==> config.mk <==
export PLATFORM = sky130hd
export DESIGN_NAME = chs_cdiv
export DESIGN_NICKNAME = d
export VERILOG_FILES = /design/src/rtl/core/chs_pkg.sv /design/src/rtl/core/chs_cdiv.sv
export SDC_FILE = /design/constraint.sdc
export NUM_CORES = 2
export LEC_CHECK = 0
export ABC_AREA = 1
export BUFFER_PORTS_ARGS = -buffer_cell sky130_fd_sc_hd__buf_2
export CORE_UTILIZATION = 60
export DETAILED_ROUTE_END_ITERATION = 10
export HOLD_SLACK_MARGIN = 0.02
export PLACE_DENSITY = 0.77
export SETUP_SLACK_MARGIN = 0.1
export SYNTH_ARGS = -nofsm -noshare
export SYNTH_HDL_FRONTEND = slang
export SYNTH_MEMORY_MAX_BITS = 65536
export SYNTH_SLANG_ARGS = --single-unit
export TNS_END_PERCENT = 100
==> constraint.sdc <==
create_clock -name clk -period 14.25 [get_ports clk]
set_input_delay 2.1375 -clock clk [delete_from_list [all_inputs] [get_ports clk]]
set_output_delay 2.1375 -clock clk [all_outputs]
set_load 0.005 [all_outputs]
==> src/rtl/core/chs_pkg.sv <==
// chs_pkg: shared constants and the pipeline word type of the chs geometry block
// no dependencies; imported by every module of the block
`timescale 1ns / 1ps

package chs_pkg;

	localparam int MAX_END_CYL  = 1021;
	localparam int MAX_HEAD_IDX = 254;
	localparam int MAX_CYL_SIZE = 255 * 63;
	localparam int LBA_W        = 33;
	localparam int LEN_W        = 48;

	// one word travelling down the pipeline; later stages fill later fields
	typedef struct packed {
		logic               ok;
		logic [9:0]         sc;
		logic [9:0]         ec;
		logic [7:0]         sh;
		logic [7:0]         eh;
		logic signed [6:0]  ss;
		logic signed [6:0]  es;
		logic [LBA_W-1:0]   sa;
		logic [LBA_W-1:0]   ea;
		logic signed [34:0] sas;
		logic signed [34:0] eas;
		logic [17:0]        dp0;
		logic [17:0]        dp1;
		logic signed [43:0] np0;
		logic signed [43:0] np1;
		logic [17:0]        absd;
		logic [43:0]        absn;
		logic [31:0]        rem;
		logic [13:0]        csz;
		logic signed [35:0] hn;
		logic [7:0]         hd;
		logic [13:0]        hrem;
		logic [5:0]         hsz;
		logic [13:0]        crem;
		logic [7:0]         heads;
		logic [17:0]        xs;
		logic [17:0]        xe;
		logic [17:0]        pp;
		logic [47:0]        dq;
		logic [14:0]        dr;
	} pipe_t;

endpackage

==> src/rtl/core/chs_cdiv.sv <==
// chs_cdiv: disk length over cylinder size, restoring divider in eight stages
// depends on chs_pkg; six quotient bits per stage, follows chs_check
`timescale 1ns / 1ps

module chs_cdiv import chs_pkg::*; (
	input  logic             clk,
	input  logic             arst_n,
	input  logic             en,
	input  logic [LEN_W-1:0] disk_length,
	input  logic             in_v,
	input  pipe_t            in_p,
	output logic             out_v,
	output pipe_t            out_p
);

	localparam int NST = 8;
	localparam int BPS = 6;

	pipe_t st_s [NST];
	logic  v_s  [NST];

	for (genvar g = 0; g < NST; g++) begin : g_st
		pipe_t pin, pd;
		logic  vin;
		if (g == 0) begin : g_first
			always_comb begin
				pin = in_p;
				pin.dq = disk_length;
				pin.dr = '0;
			end
			assign vin = in_v;
		end else begin : g_rest
			assign pin = st_s[g-1];
			assign vin = v_s[g-1];
		end

		always_comb begin
			logic [14:0] r;
			pd = pin;
			for (int j = 0; j < BPS; j++) begin
				r = {pd.dr[13:0], pd.dq[47]};
				pd.dq = {pd.dq[46:0], 1'b0};
				if (r >= {1'b0, pd.csz}) begin
					r = r - {1'b0, pd.csz};
					pd.dq[0] = 1'b1;
				end
				pd.dr = r;
			end
		end

		always_ff @(posedge clk or negedge arst_n) begin
			if (!arst_n) begin
				v_s[g] <= 1'b0;
			end else if (en) begin
				v_s[g] <= vin;
			end
		end

		always_ff @(posedge clk) begin
			if (en) begin
				st_s[g] <= pd;
			end
		end
	end

	assign out_v = v_s[NST-1];
	assign out_p = st_s[NST-1];

endmodule

==> flow_metrics.py <==
metrics = {
    "grt": {
        "grt_max_degree": 227,
        "grt_overflow": 0,
        "antenna_found_initial": 124,
        "grt_pass1_wl_mm": 645,
        "grt_pass1_vias": 101364,
        "grt.total_usage_pct": 27.8,
    },
    "worst_setup_path": {
        "r2r_cells": 70,
        "worstSetupEndpointType": "register",
        "required_ns": 14.97,
        "cp_common_cell": "nand2_1",
        "path_max_fanout": 20,
        "crit_path_max_incr_delay_ns": 0.48,
        "r2r_setup_slack_ns": 0.62,
        "crit_buf_inv": 7,
        "worstReg2RegEnd": "st_s[1][1255]",
        "critPathLaunchType": "register",
        "cp_top_family": "compound AO/OA/AOI/OAI gates",
        "worstReg2RegStart": "st_s[1][838]",
        "crit_slowest_cell": "inv_1",
        "crit_arrival_ns": 14.35,
        "critPathKind": "register to register",
    },
    "synthesis": {
        "async_flop_share_pct": 0.161,
        "synth_area_um2": 189000,
        "ys_top_cells_by_area": "edfxtp_1 (79%), ha_1 (4.4%), nand2_1 (3.9%)",
        "synth_fa_ha_area_share_pct": 4.87,
        "synth_xor_xnor_area_share_pct": 2.40,
        "synth_edf_count": 4969,
        "ys.flop_type": "edfxtp_1",
        "synth_mux_area_share_pct": 0,
        "synthCells": 11672,
        "synth.net_count": 13053,
        "synthSimpleGateAreaFrac_pct": 7.26,
        "synth_compound_area_share_pct": 4.28,
        "yosysWarnings": 0,
        "yosysSeqAreaShare_pct": 79.1,
        "synthDistinctLibCells": 67,
        "synth_top_area_share_pct": 79.0,
        "avgSynthCellArea_um2": 16.2,
        "synth_top_family_by_area": "simple AND/OR/NAND/NOR gates",
        "synth_seq_cells": 4977,
        "synth_top_cell_by_area": "edfxtp_1",
    },
    "detailed_routing": {
        "ant_nets": 0,
        "drcViolationCount": 0,
        "vias": 102182,
        "post_drt_wl_per_cell_um": 24.8,
        "drtIter0Drc": 10336,
        "drt_first_pass_iters": 9,
        "finalWirelength_mm": 451,
        "avgViaCountPerCell": 5.61,
    },
    "run_status": {
        "status": "finished clean",
    },
    "final_layout": {
        "fillCellCount": 19566,
        "syn2layout_area_growth_pct": 15.4,
        "layout-drive-gt1-share_pct": 18.6,
        "nets": 15024,
        "final_util_pct": 69.8,
    },
    "min_path": {
        "hold_depth": 0,
        "hold_end": "st_s[1][1379]",
        "min_from": "st_s[1][757]",
        "hp-class": "register to register",
    },
    "sta": {
        "fin_crit_ns": 13.63,
        "fin_worst_skew_ns": 0.0631,
        "tightest_slew_ns": 1.26,
        "maxSlewHeadroom_pct": 16.1,
        "setup_violations": 0,
        "rsz0062_at_grt": "yes",
        "hold_violations": 0,
        "fmax_mhz": 73.4,
        "finalSetupTns_ns": 0,
        "slew_viol_final": 0,
        "period_share_pct": 95.7,
    },
    "cts": {
        "cts_made_buffers": 450,
        "htree_num_levels": 5,
        "ctsLongestPathBuffers": 4,
        "cts.clk_slew.worst_paths_ns": 0.07,
        "tritoncts": "done",
        "cts.sinks": 4977,
        "clkLatencyLatePin_ns": 0.99,
        "root_buffer": "clkbuf_16",
    },
    "floorplanning": {
        "initial_core_util_pct": 60.4,
        "coreArea_um2": 312000,
        "dieHeight_um": 563,
        "die_width_um": 563,
        "die_area_um2": 317000,
        "io_pins": 1297,
        "rows": 205,
    },
    "place": {
        "dp_hpwl_mm": 283,
        "globalplace.congestion": 0.923,
        "portBuffers": 1233,
    },
    "flow_run": {
        "drv_cap": 0,
    },
}
## worst register-to-register path: cells and delay by family, from the launching register on
family	cells	cell delay [ns]
flip-flops	1	0.43
adder cells (fa/ha/maj)	6	2.19
buffers and inverters	7	1.42
AO/OA/AOI/OAI	24	4.58
AND/OR/NAND/NOR	32	4.60
XOR/XNOR	1	0.14
## timing repair
item / CTS / global route
endpoints found under the setup margin: 14 / 106
resized for setup: 1 / 111
buffers inserted: 0 / 51
hold buffers: 0 / 0
pin swaps: 0 / 4
cloned: 0 / 1
## through the flow
stage,instance area [um2],cells,setup slack [ns],hold WS [ns]
6_report,218000,18208,0.618,0.375
5_1_grt,218000,18195,0.0113,0.391
4_1_cts,217000,18114,0.172,0.377
3_5_place_dp,202000,17279,0.532,0.405
3_3_place_gp,202000,17279,0.581,0.400
2_1_floorplan,189000,11672,1.94,0.400
## metal layers
metal,routed length (um),track usage (%),vias up
met5,181,0,-
met4,16000,8.78,28
met3,30800,4.70,987
met2,235000,50.2,4256
met1,169000,33.9,50085
li1,-,-,46826
## sequential cells by signal (all words and copies together), names as in the netlist
signal and cells:
st_s 4969, out_v 1, g_st.vin 7
## layout make-up
type                            count  area (um2)  area share (%)
Antenna cell                       42         105          0.0482
Tap cell                         4140        5180            2.38
Multi-Input combinational cell   5748       35700            16.4
Sequential cell                  4977      149000            68.6
Clock inverter                    300        3330            1.53
Timing Repair Buffer             1624        9320            4.28
Clock buffer                      535       11600            5.34
Inverter                          842        3290            1.51
## layout by cell type (no fill, tap or decap), drive strengths merged, types with 306 or more instances in the layout
| cell type | synthesis | routed |
|---|---|---|
| a21oi | 616 | 616 |
| nor2 | 387 | 387 |
| nand3 | 468 | 469 |
| buf | 97 | 1624 |
| o21ai | 523 | 523 |
| ha | 660 | 660 |
| edfxtp | 4969 | 4969 |
| clkbuf | 9 | 535 |
| xor2 | 306 | 306 |
| nand2 | 2010 | 2010 |
| inv | 839 | 843 |
## worst max path at each step
stage / to / cells after the start / start / slack, ns
after CTS: st_s[1][1255] / 68 / st_s[1][827] / 0.17
after global routing: st_s[1][1873] / 68 / st_s[1][1449] / 0.01
after global placement: st_s[0][11] / 70 / disk_length[47] / 0.58
after floorplan: st_s[0][5] / 73 / disk_length[47] / 1.94
after detailed placement: st_s[1][1866] / 67 / st_s[1][1458] / 0.53
final: st_s[1][1255] / 70 / st_s[1][838] / 0.62
## synthesized netlist by cell type (68+ instances only)
| master | count |
|---|---|
| nor3_1 | 97 |
| o21ai_1 | 68 |
| nand2_1 | 1959 |
| xnor2_1 | 211 |
| a21oi_1 | 594 |
| nor2_1 | 353 |
| nand4_1 | 69 |
| nand3_1 | 416 |
| inv_1 | 800 |
| o21ai_0 | 410 |
| ha_1 | 660 |
| edfxtp_1 | 4969 |
| xor2_1 | 306 |
## cells by family (layout without fill, tap and decap cells)
kind of cell    after synthesis  after routing
flops                      4977           4977
simple gates               3113           3114
compound gates             1410           1410
buf+inv                     948           3301
fa+ha+maj                   707            707
xor+xnor                    517            517
other cells                   0             42
Power is not shown: default switching activity piles up to over one toggle a cycle in this logic, so the estimate is an artifact.
